--- config.mk ---
export PLATFORM = sky130hd
export DESIGN_NAME = tapdc_csr
export DESIGN_NICKNAME = d
export VERILOG_FILES = /design/src/rtl/assert_macros.svh /design/src/rtl/tapdc_pkg.sv /design/src/rtl/tapdc_csr.sv
export SDC_FILE = /design/constraint.sdc
export NUM_CORES = 1
export LEC_CHECK = 0
export BUFFER_PORTS_ARGS = -buffer_cell sky130_fd_sc_hd__buf_2
export CAP_MARGIN = 10
export CELL_PAD_IN_SITES_DETAIL_PLACEMENT = 1
export CELL_PAD_IN_SITES_GLOBAL_PLACEMENT = 2
export CORE_ASPECT_RATIO = 0.5
export CORE_UTILIZATION = 30
export CTS_CLUSTER_SIZE = 12
export DETAILED_ROUTE_END_ITERATION = 8
export PLACE_DENSITY_LB_ADDON = 0.1
export SYNTH_ARGS = -nofsm -noshare
export SYNTH_HDL_FRONTEND = slang
export SYNTH_SLANG_ARGS = --single-unit
export TNS_END_PERCENT = 30
--- constraint.sdc ---
create_clock -name clock -period 1.33 [get_ports clock]
set_clock_uncertainty 0.1 [all_clocks]
set_input_delay 0.1995 -clock clock [delete_from_list [all_inputs] [get_ports clock]]
set_output_delay 0.1995 -clock clock [all_outputs]
set_load 0.02 [all_outputs]
--- src/rtl/assert_macros.svh ---
// Assertion macros shared by the controller RTL
`ifndef ASSERT_MACROS_SVH
`define ASSERT_MACROS_SVH

// Concurrent check on the block clock, switched off during reset
`define ASSERT_CLK(lbl, prop, msg) \
   lbl: assert property (@(posedge clock) disable iff (reset) prop) else $error(msg);

// Condition that must never hold outside reset
`define ASSERT_NEVER(lbl, expr, msg) \
   lbl: assert property (@(posedge clock) disable iff (reset) !(expr)) else $error(msg);

`endif

--- src/rtl/tapdc_pkg.sv ---
// Package: types, constants and register codes of the two-axis controller
`timescale 1ns / 1ps

package tapdc_pkg;

   // default parameter values
   localparam int POS_BITS_DEF       = 12;
   localparam int COEF_FRAC_BITS_DEF = 16;

   // fixed field widths
   localparam int COEF_BITS   = 20;
   localparam int ERR_BITS    = 16;
   localparam int SUM_BITS    = 9;
   localparam int DRIVE_BITS  = 16;
   localparam int CSR_IDX_BITS = 2;

   // integral limit and per-axis divisors
   localparam int SUM_LIMIT = 250;
   localparam int DIV_X     = 20;
   localparam int DIV_Y     = 12;

   // coefficient reset values (Q16)
   localparam logic [COEF_BITS-1:0] COEF_NOW_RST   = COEF_BITS'(38339);
   localparam logic [COEF_BITS-1:0] COEF_PREV_RST  = COEF_BITS'(-39322);
   localparam logic [COEF_BITS-1:0] COEF_PREV2_RST = COEF_BITS'(3277);
   localparam logic [COEF_BITS-1:0] COEF_INT_RST   = COEF_BITS'(8738);

   // register indexes
   typedef enum logic [CSR_IDX_BITS-1:0] {
      REG_ERR_NOW   = 2'd0,
      REG_ERR_PREV  = 2'd1,
      REG_ERR_BACK2 = 2'd2,
      REG_INTEGRAL  = 2'd3
   } reg_idx_type;

   // coefficient set handed to the lanes
   typedef struct packed {
      logic [COEF_BITS-1:0] err_now;
      logic [COEF_BITS-1:0] err_prev;
      logic [COEF_BITS-1:0] err_back2;
      logic [COEF_BITS-1:0] integral;
   } coef_type;

   // pipeline control from the top level to each lane
   typedef struct packed {
      logic load_state;   // request accepted: update error history
      logic load_prod;    // stage 2 takes the products
      logic retarget;     // target jumped on this request
   } lane_ctrl_type;

endpackage

--- src/rtl/tapdc_csr.sv ---
// Coefficient register bank with its write channel
`timescale 1ns / 1ps

module tapdc_csr
   import tapdc_pkg::*;
(
   input  logic                    clock,
   input  logic                    reset,
   input  logic                    csr_valid,
   output logic                    csr_ready,
   input  logic [CSR_IDX_BITS-1:0] csr_index,
   input  logic [COEF_BITS-1:0]    csr_data,
   output coef_type                coef
);

   coef_type coef_ff, coef_in;

   // writes are always taken
   assign csr_ready = 1'b1;

   // register decode
   always_comb begin
      coef_in = coef_ff;
      if (csr_valid) begin
         unique case (reg_idx_type'(csr_index))
            REG_ERR_NOW:   coef_in.err_now   = csr_data;
            REG_ERR_PREV:  coef_in.err_prev  = csr_data;
            REG_ERR_BACK2: coef_in.err_back2 = csr_data;
            REG_INTEGRAL:  coef_in.integral  = csr_data;
            default:       coef_in = coef_ff;
         endcase
      end
   end

   always_ff @(posedge clock) begin
      if (reset) begin
         coef_ff.err_now   <= COEF_NOW_RST;
         coef_ff.err_prev  <= COEF_PREV_RST;
         coef_ff.err_back2 <= COEF_PREV2_RST;
         coef_ff.integral  <= COEF_INT_RST;
      end else begin
         coef_ff <= coef_in;
      end
   end

   assign coef = coef_ff;

endmodule

### Word level (Yosys, flattened, before mapping)

Cells that the tools add are included.

* bits in registers: 80
* input bits: 25
* output and inout bits: 81
* logic and storage cells: 12

* equality and inequality tests: 3
* reduce and logical (&&, ||, !) cells: 5

Operators by type and width (number)
* 2-bit AND reduction: 4
* 2-bit == test (second input constant): 2
* 2-bit by 1-bit == test with 1-bit output (second input constant): 1
* 2-bit zero test: 1

### Logic depth before layout (Yosys ltp)

* word-level depth: 2
* gate-level depth with buffers: 5
* depth with buffers taken out: 2

### Least setup slack after synthesis

OpenSTA, ideal clock, no wires.

* path kind: in2reg
* start: in csr_index[0]
* end: reg coef_ff (netlist bit coef[61])
* library setup time: 72 ps
* data arrival time: 1023 ps
* path slack: 136 ps
* stages on the path: 4
* buffers on the path: 2
* cell sequence: buf_2 -> nor3b_4 -> buf_6 -> mux2i_1

* cells in the longest elaborated chain, start to end: 2

RTL lines
* start: declaration: line tapdc_csr.sv:11 `input logic [CSR_IDX_BITS-1:0] csr_index,`
* 2-bit zero test: line tapdc_csr.sv:25 `unique case (reg_idx_type'(csr_index))`
* 2-bit AND reduction (no source line)
* end signal: assignment: line tapdc_csr.sv:42 `coef_ff <= coef_in;`
* end: declaration: line tapdc_csr.sv:16 `coef_type coef_ff, coef_in;`

No other way between the ends.
A chain may end at the register's enable or synchronous reset.

### Worst setup path in the final report

* start: reg coef_ff (netlist bit coef[79])
* end: out coef[79] (netlist name)

RTL lines
* end: declaration: line tapdc_csr.sv:13 `output coef_type coef`

No word-level cell between the ends.

==> results.toml <==
[yosys]
ys_seq_area_share_pct = 49.34
synthXorXnorAreaFrac_pct = 0
synthMuxAreaShare_pct = 24.67
synth_compound_area_share_pct = 0
synth_ff_type = "dfxtp_1"
syn_area_per_cell_um2 = 10.44
synth_top_family_by_area = "multiplexers"
synth-adder-area-share_pct = 0
synth.distinct_cells = 16
yosysWarnings = 0
synthArstFlopShare_pct = 0
synth_nets = 336
syn_area_mm2 = 0.003246
ys_ff_latch = 80
syn_inst = 311
synth-simple-area-share_pct = 21.28
synth_edf_count = 0

[cts]
clock_latency_ns = 0.32
h-tree-depth = 3
cts_resized = 0
clock_sinks = 80
postCtsSetupRepairBufs = 0
cts_buffers = 9
cts_tree = "yes"
clockBufferDepth = 2
postCtsHoldBufs = 0
cts_root_buffer = "clkbuf_16"
clk_pin_slew_ns = 0.06

[grt]
grt_pass1_vias = 2460
track_usage_pct = 15.40
grt_overflow = 0
grt_max_degree = 71
grt_pass1_wl_um = 12850
antenna_found_initial = 0

[worst_setup_path]
path_delay_family = "flip-flops"
slowest_stage = "dfxtp_1"
cp.arrival_ns = 0.86
critical_path_class = "flip-flop to primary output"
worstPathCellList = "buf_2"
slowest_delay_ns = 0.36
cp.required_ns = 1.03
r2r_slack_ns = 0.61
start_kind = "flip-flop"
crit_path_end_kind = "primary output"
cp.buffers_inverters = 1
cp_max_fo = 2

[finish]
finalInstanceArea_mm2 = 0.004284
nets = 441
area_growth_pct = 32.00
drive_above_1_share_pct = 31.59
diodes = 0
largest_register_ffs = 80

[power_and_ir_drop]
power.density_mw_per_mm2 = 1332
peakVddDrop_v = 0.0005842
p_leak_nw = 2.023

[flow_run]
maxCapViolations = 0

[sta]
fin_crit_sh_pct = 87.05
rsz0062_at_grt = "no"
hold_viol_final = 0
layout_min_cycle_time_ns = 1.158
layout_setup_ws_ns = 0.1723
maxSlewViolCount = 0
fmax_ghz = 0.8638
finalSetupViolCount = 0

[die]
num_io_pins = 106
die_area_mm2 = 0.01126
start_util_pct = 31.37
die_y_um = 75.55
fp.dieW_um = 149.1
core_area_mm2 = 0.01034
rows = 26

[place]
dpl_cell_area_mm2 = 0.003965
dpl.hpwl_um = 6065
pre_cts_ws_ns = -0.01405
port_buffers = 104
gp_congestion = 0.6794

[drt]
remaining_drc_errors = 0
dr_total_vias = 2446
vias_per_cell = 4.360
drt_pass1_iterations = 4
drtIter0Drc = 95
ant_nets = 0
routed_wl_um = 8369
wl_per_cell_um = 14.92

[worst_hold_path]
hp-class = "input port to flip-flop"

[run_status]
status = "complete, no violations"
worst paths after layout:
check / from / to / depth (start not counted)
setup / recovery: coef[79] / coef[79] / 1
hold / removal: csr_data[1] / coef[21] / 3
setup reg to reg: coef[26] / coef[26] / 2
hold reg to reg: coef[15] / coef[15] / 2
cell type report:
cell class                 instances  area [um2]
clock inverter                     2       35.03
multi-input combinational        208        1495
timing repair buffer             117       693.2
tap                              140       175.2
clock buffer                      14       284.0
sequential                        80        1602
fill                            1188        6061
placed cells by master, fill, tap and decap left out:
cell and instances:
or3b_1 1, nand3b_1 2, and3_1 1, nand3_1 1, bufinv_16 1, dfxtp_1 80
nor2_1 50, clkbuf_16 9, buf_12 6, buf_2 104, nand2b_1 69, nor3b_4 1
mux2i_1 80, clkbuf_8 4, buf_4 7, clkinv_2 1, and3b_1 2, clkbuf_1 1
conb_1 1
cells in the mapped netlist, types with 2 or more instances:
| cell type | count | area share [%] |
|---|---|---|
| dfxtp_1 | 80 | 49 |
| mux2i_1 | 80 | 25 |
| nand2b_1 | 69 | 13 |
| nor2_1 | 50 | 5.8 |
| buf_2 | 10 | 1.5 |
| clkbuf_1 | 6 | 0.69 |
| buf_4 | 3 | 0.69 |
| buf_6 | 3 | 1.0 |
| and3b_1 | 2 | 0.54 |
| nand3b_1 | 2 | 0.46 |
stage by stage:
| step | instances | total power [mW] | setup TNS [ns] | util [%] | hold slack [ns] |
|---|---|---|---|---|---|
| final | 561 | 5.707 | 0 | 41.41 | 0.04294 |
| after CTS | 561 | 5.788 | 0 | 41.41 | 0.03336 |
| after global routing | 561 | 5.960 | 0 | 41.41 | 0.03607 |
| after floorplan | 311 | 2.954 | 0 | - | 0.2548 |
| after detailed placement | 545 | 3.179 | -0.04033 | 38.33 | 0.3615 |
| after global placement | 545 | 3.160 | 0 | 38.33 | 0.3577 |
logic make-up after synthesis:
family                 after synthesis
buffers and inverters               23
other                                1
muxes                               80
and+or+nand+nor                    127
DFF                                 80
routing by layer:
metal  share of wire (%)  global-route usage, %  vias to the layer above
li1                    -                      -                     1221
met1                  47                  18.58                     1166
met2                  46                  25.89                       55
met3                 6.4                  6.048                        4
met4                0.48                  4.422                        0
met5                   0                      0                        -
where the power goes:
group	total [mW]	switching (mW)	internal (mW)	leakage [nW]
clock	2.59	0.933	1.66	0.159
sequential	2.53	0.0441	2.48	0.652
combinational	0.589	0.343	0.246	1.21
total	5.71	1.32	4.39	2.02
Note: power is estimated with default switching activity, not from simulation.
