--- config.mk ---
export PLATFORM = sky130hd
export DESIGN_NAME = tapdc_lane
export DESIGN_NICKNAME = d
export VERILOG_FILES = /design/src/rtl/assert_macros.svh /design/src/rtl/tapdc_pkg.sv /design/src/rtl/tapdc_lane.sv
export SDC_FILE = /design/constraint.sdc
export NUM_CORES = 2
export LEC_CHECK = 0
export ABC_AREA = 1
export BUFFER_PORTS_ARGS = -buffer_cell sky130_fd_sc_hd__buf_2
export CELL_PAD_IN_SITES_DETAIL_PLACEMENT = 0
export CELL_PAD_IN_SITES_GLOBAL_PLACEMENT = 2
export CORE_MARGIN = 3
export CORE_UTILIZATION = 30
export DETAILED_ROUTE_END_ITERATION = 10
export PLACE_DENSITY_LB_ADDON = 0.3
export SLEW_MARGIN = 5
export SYNTH_ARGS = -nofsm -noshare
export SYNTH_HDL_FRONTEND = slang
export SYNTH_SLANG_ARGS = --single-unit
--- constraint.sdc ---
create_clock -name clock -period 7.8 [get_ports clock]
set_input_delay 0.39 -clock clock [delete_from_list [all_inputs] [get_ports clock]]
set_output_delay 0.39 -clock clock [all_outputs]
set_load 0.05 [all_outputs]
--- src/rtl/assert_macros.svh ---
// Assertion macros shared by the controller RTL
`ifndef ASSERT_MACROS_SVH
`define ASSERT_MACROS_SVH

// Concurrent check on the block clock, switched off during reset
`define ASSERT_CLK(lbl, prop, msg) \
   lbl: assert property (@(posedge clock) disable iff (reset) prop) else $error(msg);

// Condition that must never hold outside reset
`define ASSERT_NEVER(lbl, expr, msg) \
   lbl: assert property (@(posedge clock) disable iff (reset) !(expr)) else $error(msg);

`endif

--- src/rtl/tapdc_pkg.sv ---
// Package: types, constants and register codes of the two-axis controller
`timescale 1ns / 1ps

package tapdc_pkg;

   // default parameter values
   localparam int POS_BITS_DEF       = 12;
   localparam int COEF_FRAC_BITS_DEF = 16;

   // fixed field widths
   localparam int COEF_BITS   = 20;
   localparam int ERR_BITS    = 16;
   localparam int SUM_BITS    = 9;
   localparam int DRIVE_BITS  = 16;
   localparam int CSR_IDX_BITS = 2;

   // integral limit and per-axis divisors
   localparam int SUM_LIMIT = 250;
   localparam int DIV_X     = 20;
   localparam int DIV_Y     = 12;

   // coefficient reset values (Q16)
   localparam logic [COEF_BITS-1:0] COEF_NOW_RST   = COEF_BITS'(38339);
   localparam logic [COEF_BITS-1:0] COEF_PREV_RST  = COEF_BITS'(-39322);
   localparam logic [COEF_BITS-1:0] COEF_PREV2_RST = COEF_BITS'(3277);
   localparam logic [COEF_BITS-1:0] COEF_INT_RST   = COEF_BITS'(8738);

   // register indexes
   typedef enum logic [CSR_IDX_BITS-1:0] {
      REG_ERR_NOW   = 2'd0,
      REG_ERR_PREV  = 2'd1,
      REG_ERR_BACK2 = 2'd2,
      REG_INTEGRAL  = 2'd3
   } reg_idx_type;

   // coefficient set handed to the lanes
   typedef struct packed {
      logic [COEF_BITS-1:0] err_now;
      logic [COEF_BITS-1:0] err_prev;
      logic [COEF_BITS-1:0] err_back2;
      logic [COEF_BITS-1:0] integral;
   } coef_type;

   // pipeline control from the top level to each lane
   typedef struct packed {
      logic load_state;   // request accepted: update error history
      logic load_prod;    // stage 2 takes the products
      logic retarget;     // target jumped on this request
   } lane_ctrl_type;

endpackage

--- src/rtl/tapdc_lane.sv ---
// One axis: error history, clamped integral, weighted products and drive
`timescale 1ns / 1ps

module tapdc_lane
   import tapdc_pkg::*;
#(
   parameter int POS_BITS       = POS_BITS_DEF,
   parameter int COEF_FRAC_BITS = COEF_FRAC_BITS_DEF,
   parameter int DIV            = DIV_X
)(
   input  logic                         clock,
   input  logic                         reset,
   input  lane_ctrl_type                ctrl,
   input  logic [POS_BITS-1:0]          pos,
   input  logic [POS_BITS-1:0]          tgt,
   input  coef_type                     coef,
   output logic signed [DRIVE_BITS-1:0] drive
);

   // reciprocal for the constant divide, exact for magnitudes below 2^17
   localparam int QSHIFT    = 20;
   localparam int RECIP     = ((1 << QSHIFT) + DIV - 1) / DIV;
   localparam int RECIP_W   = $clog2(RECIP + 1);
   localparam int MQ_W      = POS_BITS + RECIP_W;
   localparam int CALC_W    = 16;
   localparam int PROD_W    = COEF_BITS + ERR_BITS;
   localparam int PSUM_W    = COEF_BITS + SUM_BITS;
   localparam int ACC_W     = PROD_W + 2;
   localparam logic signed [CALC_W-1:0] SUM_HI = CALC_W'(SUM_LIMIT);
   localparam logic signed [CALC_W-1:0] SUM_LO = CALC_W'(-SUM_LIMIT);

   // state: stage 1
   logic signed [ERR_BITS-1:0] now_ff, prev_ff, prev2_ff;
   logic signed [ERR_BITS-1:0] now_in, prev_in, prev2_in;
   logic signed [SUM_BITS-1:0] sum_ff, sum_in;

   // new error, wraps at 16 bits
   logic signed [POS_BITS:0]   enew;
   logic [POS_BITS-1:0]        mag;
   logic [MQ_W-1:0]            mag_prod;
   logic [MQ_W-1:0]            q_full;
   logic signed [CALC_W-1:0]   quot;
   logic signed [CALC_W-1:0]   sum_ext, sum_rnd, sum_half, sum_raw;

   assign enew = signed'({1'b0, tgt}) - signed'({1'b0, pos});
   assign now_in = ERR_BITS'(enew);

   // history shift, or keep the differences on a target jump
   always_comb begin
      if (ctrl.retarget) begin
         prev_in  = now_in + (prev_ff - now_ff);
         prev2_in = prev_in + (prev2_ff - prev_ff);
      end else begin
         prev_in  = now_ff;
         prev2_in = prev_ff;
      end
   end

   // error / DIV, truncated toward zero, by reciprocal on the magnitude
   assign mag      = enew[POS_BITS] ? POS_BITS'(-enew) : POS_BITS'(enew);
   assign mag_prod = MQ_W'(mag) * MQ_W'(RECIP);
   assign q_full   = mag_prod >> QSHIFT;
   assign quot     = enew[POS_BITS] ? -CALC_W'(q_full) : CALC_W'(q_full);

   // halve toward zero on a jump, add, clamp
   always_comb begin
      sum_ext  = CALC_W'(sum_ff);
      sum_rnd  = sum_ext + CALC_W'(sum_ff[SUM_BITS-1]);
      sum_half = ctrl.retarget ? (sum_rnd >>> 1) : sum_ext;
      sum_raw  = sum_half + quot;
      if (sum_raw > SUM_HI) begin
         sum_in = SUM_BITS'(SUM_HI);
      end else if (sum_raw < SUM_LO) begin
         sum_in = SUM_BITS'(SUM_LO);
      end else begin
         sum_in = SUM_BITS'(sum_raw);
      end
   end

   always_ff @(posedge clock) begin
      if (reset) begin
         now_ff   <= '0;
         prev_ff  <= '0;
         prev2_ff <= '0;
         sum_ff   <= '0;
      end else if (ctrl.load_state) begin
         now_ff   <= now_in;
         prev_ff  <= prev_in;
         prev2_ff <= prev2_in;
         sum_ff   <= sum_in;
      end
   end

   // stage 2: weighted products of the updated state
   logic signed [COEF_BITS-1:0] c_now, c_prev, c_prev2, c_int;
   logic signed [PROD_W-1:0]    p_now_ff, p_prev_ff, p_prev2_ff;
   logic signed [PROD_W-1:0]    p_now_in, p_prev_in, p_prev2_in;
   logic signed [PSUM_W-1:0]    p_int_ff, p_int_in;

   assign c_now   = signed'(coef.err_now);
   assign c_prev  = signed'(coef.err_prev);
   assign c_prev2 = signed'(coef.err_back2);
   assign c_int   = signed'(coef.integral);

   assign p_now_in   = c_now * now_ff;
   assign p_prev_in  = c_prev * prev_ff;
   assign p_prev2_in = c_prev2 * prev2_ff;
   assign p_int_in   = c_int * sum_ff;

   always_ff @(posedge clock) begin
      if (ctrl.load_prod) begin
         p_now_ff   <= p_now_in;
         p_prev_ff  <= p_prev_in;
         p_prev2_ff <= p_prev2_in;
         p_int_ff   <= p_int_in;
      end
   end

   // sum, floor by arithmetic shift, saturate
   logic signed [ACC_W-1:0] acc, acc_sh;
   logic                    in_range;

   assign acc = ACC_W'(p_now_ff) + ACC_W'(p_prev_ff) + ACC_W'(p_prev2_ff)
              + ACC_W'(p_int_ff);
   assign acc_sh   = acc >>> COEF_FRAC_BITS;
   assign in_range = (&acc_sh[ACC_W-1:DRIVE_BITS-1]) | ~(|acc_sh[ACC_W-1:DRIVE_BITS-1]);

   always_comb begin
      if (in_range) begin
         drive = acc_sh[DRIVE_BITS-1:0];
      end else if (acc_sh[ACC_W-1]) begin
         drive = {1'b1, {(DRIVE_BITS-1){1'b0}}};
      end else begin
         drive = {1'b0, {(DRIVE_BITS-1){1'b1}}};
      end
   end

endmodule

Word-level counts from Yosys, hierarchy flattened

Cells that the tools add are included.

Add/sub/neg operators: 12
Multipliers: 5
Div/mod/pow operators: 0
Order comparisons: 2
Equality and inequality tests: 0
Shift operators: 0
Mux-type cells: 9
Bitwise logic cells: 2
Reduce and logical (&&, ||, !) cells: 2

Operators by type and width:

| cell                                                                           | count |
|---|---|
| 16-bit 2-to-1 mux                                                              | 6 |
| 20-bit by 16-bit multiplier with 36-bit output                                 | 2 |
| 37-bit by 36-bit adder with 38-bit output                                      | 1 |
| 38-bit by 29-bit adder with 38-bit output                                      | 1 |
| 33-bit by 36-bit adder with 37-bit output                                      | 1 |
| 20-bit by 13-bit multiplier with 33-bit output                                 | 1 |
| 16-bit adder                                                                   | 2 |
| 20-bit by 9-bit multiplier with 29-bit output                                  | 1 |
| 12-bit by 16-bit multiplier with 28-bit output (second input constant)         | 1 |
| 9-bit 2-to-1 mux                                                               | 2 |
| 13-bit by 16-bit adder with 16-bit output                                      | 1 |
| 16-bit by 9-bit > comparator with 1-bit output (second input constant)         | 1 |
| 16-bit by 9-bit less-than comparator with 1-bit output (second input constant) | 1 |
| 8-bit negator with 16-bit output                                               | 1 |
| 16-bit by 13-bit subtractor with 16-bit output                                 | 1 |
| 16-bit subtractor                                                              | 1 |
| 12-bit by 12-bit subtractor with 13-bit output                                 | 1 |
| 12-bit 2-to-1 mux                                                              | 1 |
| 12-bit negator                                                                 | 1 |
| 9-bit by 2-bit adder with 10-bit output                                        | 1 |
| 7-bit AND reduction                                                            | 1 |
| 7-bit OR reduction                                                             | 1 |
| 1-bit NOT                                                                      | 1 |
| 1-bit OR                                                                       | 1 |

Flip-flop bits (word level): 188
Bits in latches: 0
Memory bits (writable): 0
Memory bits (read-only): 0
Logic and storage cells: 40
Memories: 0

Longest topological paths before layout

Depth after elaboration: 10
Gate-level depth with buffers: 65
Depth with buffers taken out: 65

Worst setup path before layout

OpenSTA, ideal clock, no wires.

Kind: in2reg
Start: input port tgt[0]
End: register sum_ff[0]
Arrival time: 7.888 ns
Data required time: 7.672 ns
Slack: -0.216 ns
Stages: 52
Path buffers: 2
Path through: inv_1 -> ha_1 -> fa_1 -> inv_1 -> nand3_1 -> nand2_1 -> nand2_1 -> nand2_1 -> nand2_1 -> nand2_2 -> inv_1 -> clkbuf_1 -> nand2_1 -> xor2_1 -> inv_1 -> ha_1 -> inv_1 -> fa_1 -> [16 not listed] -> nor3_1 -> a21oi_1 -> ha_1 -> buf_2 -> inv_1 -> o21bai_1 -> inv_1 -> nor2_1 -> nor2_1 -> nand2_1 -> nand2_1 -> o21ai_2 -> xor2_1 -> nand2_1 -> nand2_2 -> nor2_1 -> nor2_1 -> nor2_1

Word-level cells in the longest chain between the ends: 10
Elaborated cells on any way between the ends: 11
Those cells by class: add/sub: 4; mul: 1; order compare: 2; mux: 4

RTL lines:

| element                                                | line             | RTL |
|---|---|---|
| from (decl)                                            | tapdc_lane.sv:15 | `input logic [POS_BITS-1:0] tgt,` |
| 12-bit by 12-bit subtractor with 13-bit output (*)     | tapdc_lane.sv:45 | `assign enew = signed'({1'b0, tgt}) - signed'({1'b0, pos});` |
| 12-bit negator                                         | tapdc_lane.sv:60 | `assign mag = enew[POS_BITS] ? POS_BITS'(-enew) : POS_BITS'(enew);` |
| 12-bit 2-to-1 mux                                      | tapdc_lane.sv:60 |  |
| 12-bit by 16-bit multiplier with 28-bit output         | tapdc_lane.sv:61 | `assign mag_prod = MQ_W'(mag) * MQ_W'(RECIP);` |
| 8-bit negator with 16-bit output                       | tapdc_lane.sv:63 | `assign quot = enew[POS_BITS] ? -CALC_W'(q_full) : CALC_W'(q_full);` |
| 16-bit 2-to-1 mux (*)                                  | tapdc_lane.sv:63 |  |
| 16-bit adder (*)                                       | tapdc_lane.sv:70 | `sum_raw = sum_half + quot;` |
| 16-bit by 9-bit less-than comparator with 1-bit output | tapdc_lane.sv:73 | `end else if (sum_raw < SUM_LO) begin` |
| 9-bit 2-to-1 mux                                       | tapdc_lane.sv:73 |  |
| 9-bit 2-to-1 mux (*)                                   | tapdc_lane.sv:71 | `if (sum_raw > SUM_HI) begin` |
| to (signal assigned)                                   | tapdc_lane.sv:90 | `sum_ff <= sum_in;` |
| to (decl)                                              | tapdc_lane.sv:35 | `logic signed [SUM_BITS-1:0] sum_ff, sum_in;` |

Mark *: on every way between the ends. The rest lies on a longest branch, timed or not.
A chain may end at the register's enable or synchronous reset.

Worst setup path in the final report

Start: input port pos[0]
End: register sum_ff[0]

Word-level cells in the longest chain between the ends: 10
Elaborated cells on any way between the ends: 11
Those cells by class: add/sub: 4; mul: 1; order compare: 2; mux: 4

RTL lines:

| element                                                | line             | RTL |
|---|---|---|
| from (decl)                                            | tapdc_lane.sv:14 | `input logic [POS_BITS-1:0] pos,` |
| 12-bit by 12-bit subtractor with 13-bit output (*)     | tapdc_lane.sv:45 |  |
| named net enew[2]                                      | tapdc_lane.sv:38 | `logic signed [POS_BITS:0] enew;` |
| 12-bit negator                                         | tapdc_lane.sv:60 |  |
| 12-bit 2-to-1 mux (*)                                  | tapdc_lane.sv:60 |  |
| 12-bit by 16-bit multiplier with 28-bit output (*)     | tapdc_lane.sv:61 |  |
| 8-bit negator with 16-bit output                       | tapdc_lane.sv:63 |  |
| 16-bit 2-to-1 mux (*)                                  | tapdc_lane.sv:63 |  |
| 16-bit adder (*)                                       | tapdc_lane.sv:70 |  |
| 16-bit by 9-bit less-than comparator with 1-bit output | tapdc_lane.sv:73 |  |
| 9-bit 2-to-1 mux                                       | tapdc_lane.sv:73 |  |
| 9-bit 2-to-1 mux (*)                                   | tapdc_lane.sv:71 |  |

The timed path passes the listed nets; every way through them passes the cells marked *.

==> metrics.txt <==
status=complete, but fails checks; failing checks=negative setup slack; synth top area cells=fa_1, inv_1, nand2_1; CTS sink cnt=188; final period demand of the worst path=7.81 ns; Final period util=100%; Synth Net Count=~8800; critical path data required time=8.15 ns; starting density of the core=30.4%; reg2reg start=prev_ff[2]; Worst-Margin Slew=1.07 ns; Hold Path Depth=3; gpl congestion=between 0.8 and 0.9; Synth Instances=7009; area delta synth->final=12.2%; CTS Buf Count=17; syn_area_per_cell=8.09 um2; CTS Hold Bufs=0; final hold viol count=0; Clock Latency Late Sink=0.50 ns; fmax=0.128 GHz; routed len/inst=18.3 um; HP Start=coef[0]; Cell variety after synth=47; Rel. slew slack=28.5%; Reg2Reg Setup Slack=0.90 ns; GRT overflow=0; Vias/cell=4.50; FP Rows=158; die area=194000 um2; IO buf count=between 100 and 150; largest net degree at the start of global routing=74; chip height=approximately 440 um; GRT Util Overall=18.9%; clk_skew=0.0214 ns; Remaining DRCs=0; setup ws final=-0.0138 ns; slowest stage delay, CP=0.58 ns; CORE AREA=187000 um2; Final ANT Viol Nets=0; Seq/Total Area, Yosys=around 9.0%; first drt pass iteration count=5; nets=9022; antenna violations before repair=14; Netlist Area Pre-Place=56700 um2; Final Max Slew Viols=0; Critical-path top delay cell=fa_1; Reg clk slew, reported paths=roughly 0.08 ns; Worst R2R Path Depth=19; Max Fanout on Critical Path=8; design area=63600 um2; CP dominant cell by count=nor2_2; Root Driver=clkbuf_16; Vias=43884; RSZ-0062 raised after global routing=true; Initial DRC Count=2502; max-cap viol count=0; dominant cell type by area after synthesis=fa_1; Cell Area, Placed=61900 um2; Post-synth ARST share=0%; crit path DAT=8.17 ns; critical path type=in -> reg; Worst Setup Start Kind=input pin; CP Capture Type=flip-flop; Top Ports=about 130; final setup violation count=1; RR Endpoint=p_prev_ff[33]; Die W=441 um; share of cells above drive strength 1=10.4%; flops & latches, synth=about 190; first-pass GRT wire length=282000 um; Syn. warnings=0; CTS tree=built; post-synth top area share=41.2%; Endpoint, Worst Hold=p_int_ff[0]; Post-synth top flop=edfxtp_1; most frequent cell after synthesis=inv_1; Clock Path Buffers=2; H-tree depth=4; synth cell count leaders=inv_1, nand2_1, fa_1; worst min path class=in -> reg; Post-Route WL=178000 um; dpl hpwl=151000 um; number of flops mapped to enable cells by yosys=134; vias in the first global route=47675
## kinds of logic after synthesis
family | count (synthesis) | synth area share [%]
fa+ha+maj | 1658 | 52.0
flops | 188 | 9.00
buf+inv | 2114 | 14.0
compound gates | 621 | 5.98
simple gates | 2217 | 15.7
xor+xnor | 211 | 3.27
## final cells by class
type	count	area, um2
Antenna cell	3	7.51
Multi-Input combinational cell	4707	44500
Sequential cell	188	5100
Clock inverter	15	228
Timing Repair Buffer	451	3150
Clock buffer	17	425
Fill cell	19947	123000
Tap cell	2480	3100
Inverter	1890	7100
## worst max-delay path: cells and delay by family
kind	cells	cell delay [ns]
simple gates	22	1.93
fa+ha+maj	8	3.20
compound gates	6	1.00
buf+inv	12	1.34
xor+xnor	2	0.29
## sequential cells by signal, indices dropped and copies added (netlist names)
register	count
p_now_ff	33
prev2_ff	16
p_int_ff	29
prev_ff	16
sum_ff	9
now_ff	13
p_prev2_ff	36
p_prev_ff	36
## worst max-delay path by stage
stage           start  cells after the start         to
3_5_place_dp   pos[0]                     55  sum_ff[1]
4_1_cts        tgt[0]                     49  sum_ff[1]
5_1_grt        tgt[0]                     55  sum_ff[0]
3_3_place_gp   tgt[0]                     55  sum_ff[0]
2_1_floorplan  tgt[0]                     49  sum_ff[0]
6_report       pos[0]                     50  sum_ff[0]
## cell usage in the layout (no fill, tap or decap), types with 7 or more instances in the layout
| cell | synthesis | routed |
|---|---|---|
| fa_2 | 0 | 7 |
| o21bai_1 | 18 | 18 |
| a21oi_1 | 335 | 318 |
| nand3_1 | 126 | 113 |
| nor2_4 | 0 | 9 |
| clkbuf_16 | 0 | 17 |
| nor2_2 | 4 | 23 |
| o211ai_1 | 17 | 17 |
| buf_2 | 2 | 121 |
| buf_4 | 0 | 319 |
| nand4_1 | 29 | 29 |
| nand2_1 | 1684 | 1628 |
| nand3b_1 | 13 | 13 |
| xnor2_1 | 83 | 82 |
| a31oi_1 | 15 | 15 |
| nor2_1 | 233 | 205 |
| inv_2 | 2 | 19 |
| ha_1 | 490 | 470 |
| o21ai_0 | 168 | 159 |
| dfxtp_1 | 54 | 54 |
| or2_2 | 67 | 67 |
| buf_6 | 3 | 8 |
| inv_1 | 1887 | 1867 |
| fa_1 | 1168 | 1161 |
| xor2_1 | 127 | 123 |
| a21o_1 | 27 | 27 |
| ha_4 | 0 | 16 |
| nand2_2 | 10 | 55 |
| o21ai_1 | 4 | 7 |
| nand2_4 | 0 | 10 |
| edfxtp_1 | 134 | 134 |
| a21boi_0 | 8 | 7 |
| nor3_1 | 35 | 32 |
| nand3_2 | 3 | 15 |
| o21ai_2 | 2 | 7 |
| a21oi_2 | 0 | 15 |
## metrics by stage
step	TNS [ns]	hold WS, ns	setup WS [ns]	instances	util (%)
final	-0.0138	0.370	-0.0138	9751	34.1
after global routing	-3.27	0.385	-0.407	9751	34.1
after CTS	0	0.341	0.00782	9734	33.8
after detailed placement	-8.60	0.479	-1.01	9691	33.2
after global placement	-7.44	0.478	-0.873	9691	33.2
after floorplan	-0.00552	0.469	-0.00552	7009	-
## routing by layer
metal | share of wire [%] | up-vias | track usage [%] | routed length, um
li1 | - | 21058 | - | -
met1 | 48 | 22115 | 26.6 | 84700
met2 | 49 | 598 | 32.3 | 86600
met3 | 2.6 | 111 | 1.31 | 4710
met4 | 1.3 | 2 | 2.65 | 2260
met5 | 0.0073 | - | 0 | 13
## what timing repair did
action	CTS	global route
gates resized for setup	88	131
setup buffers	11	14
pin swaps	64	76
setup endpoints to repair	9	9
Power is left out: the tool's default activity adds up to more than one toggle a clock period on the data nets, which glitch-free logic cannot reach.
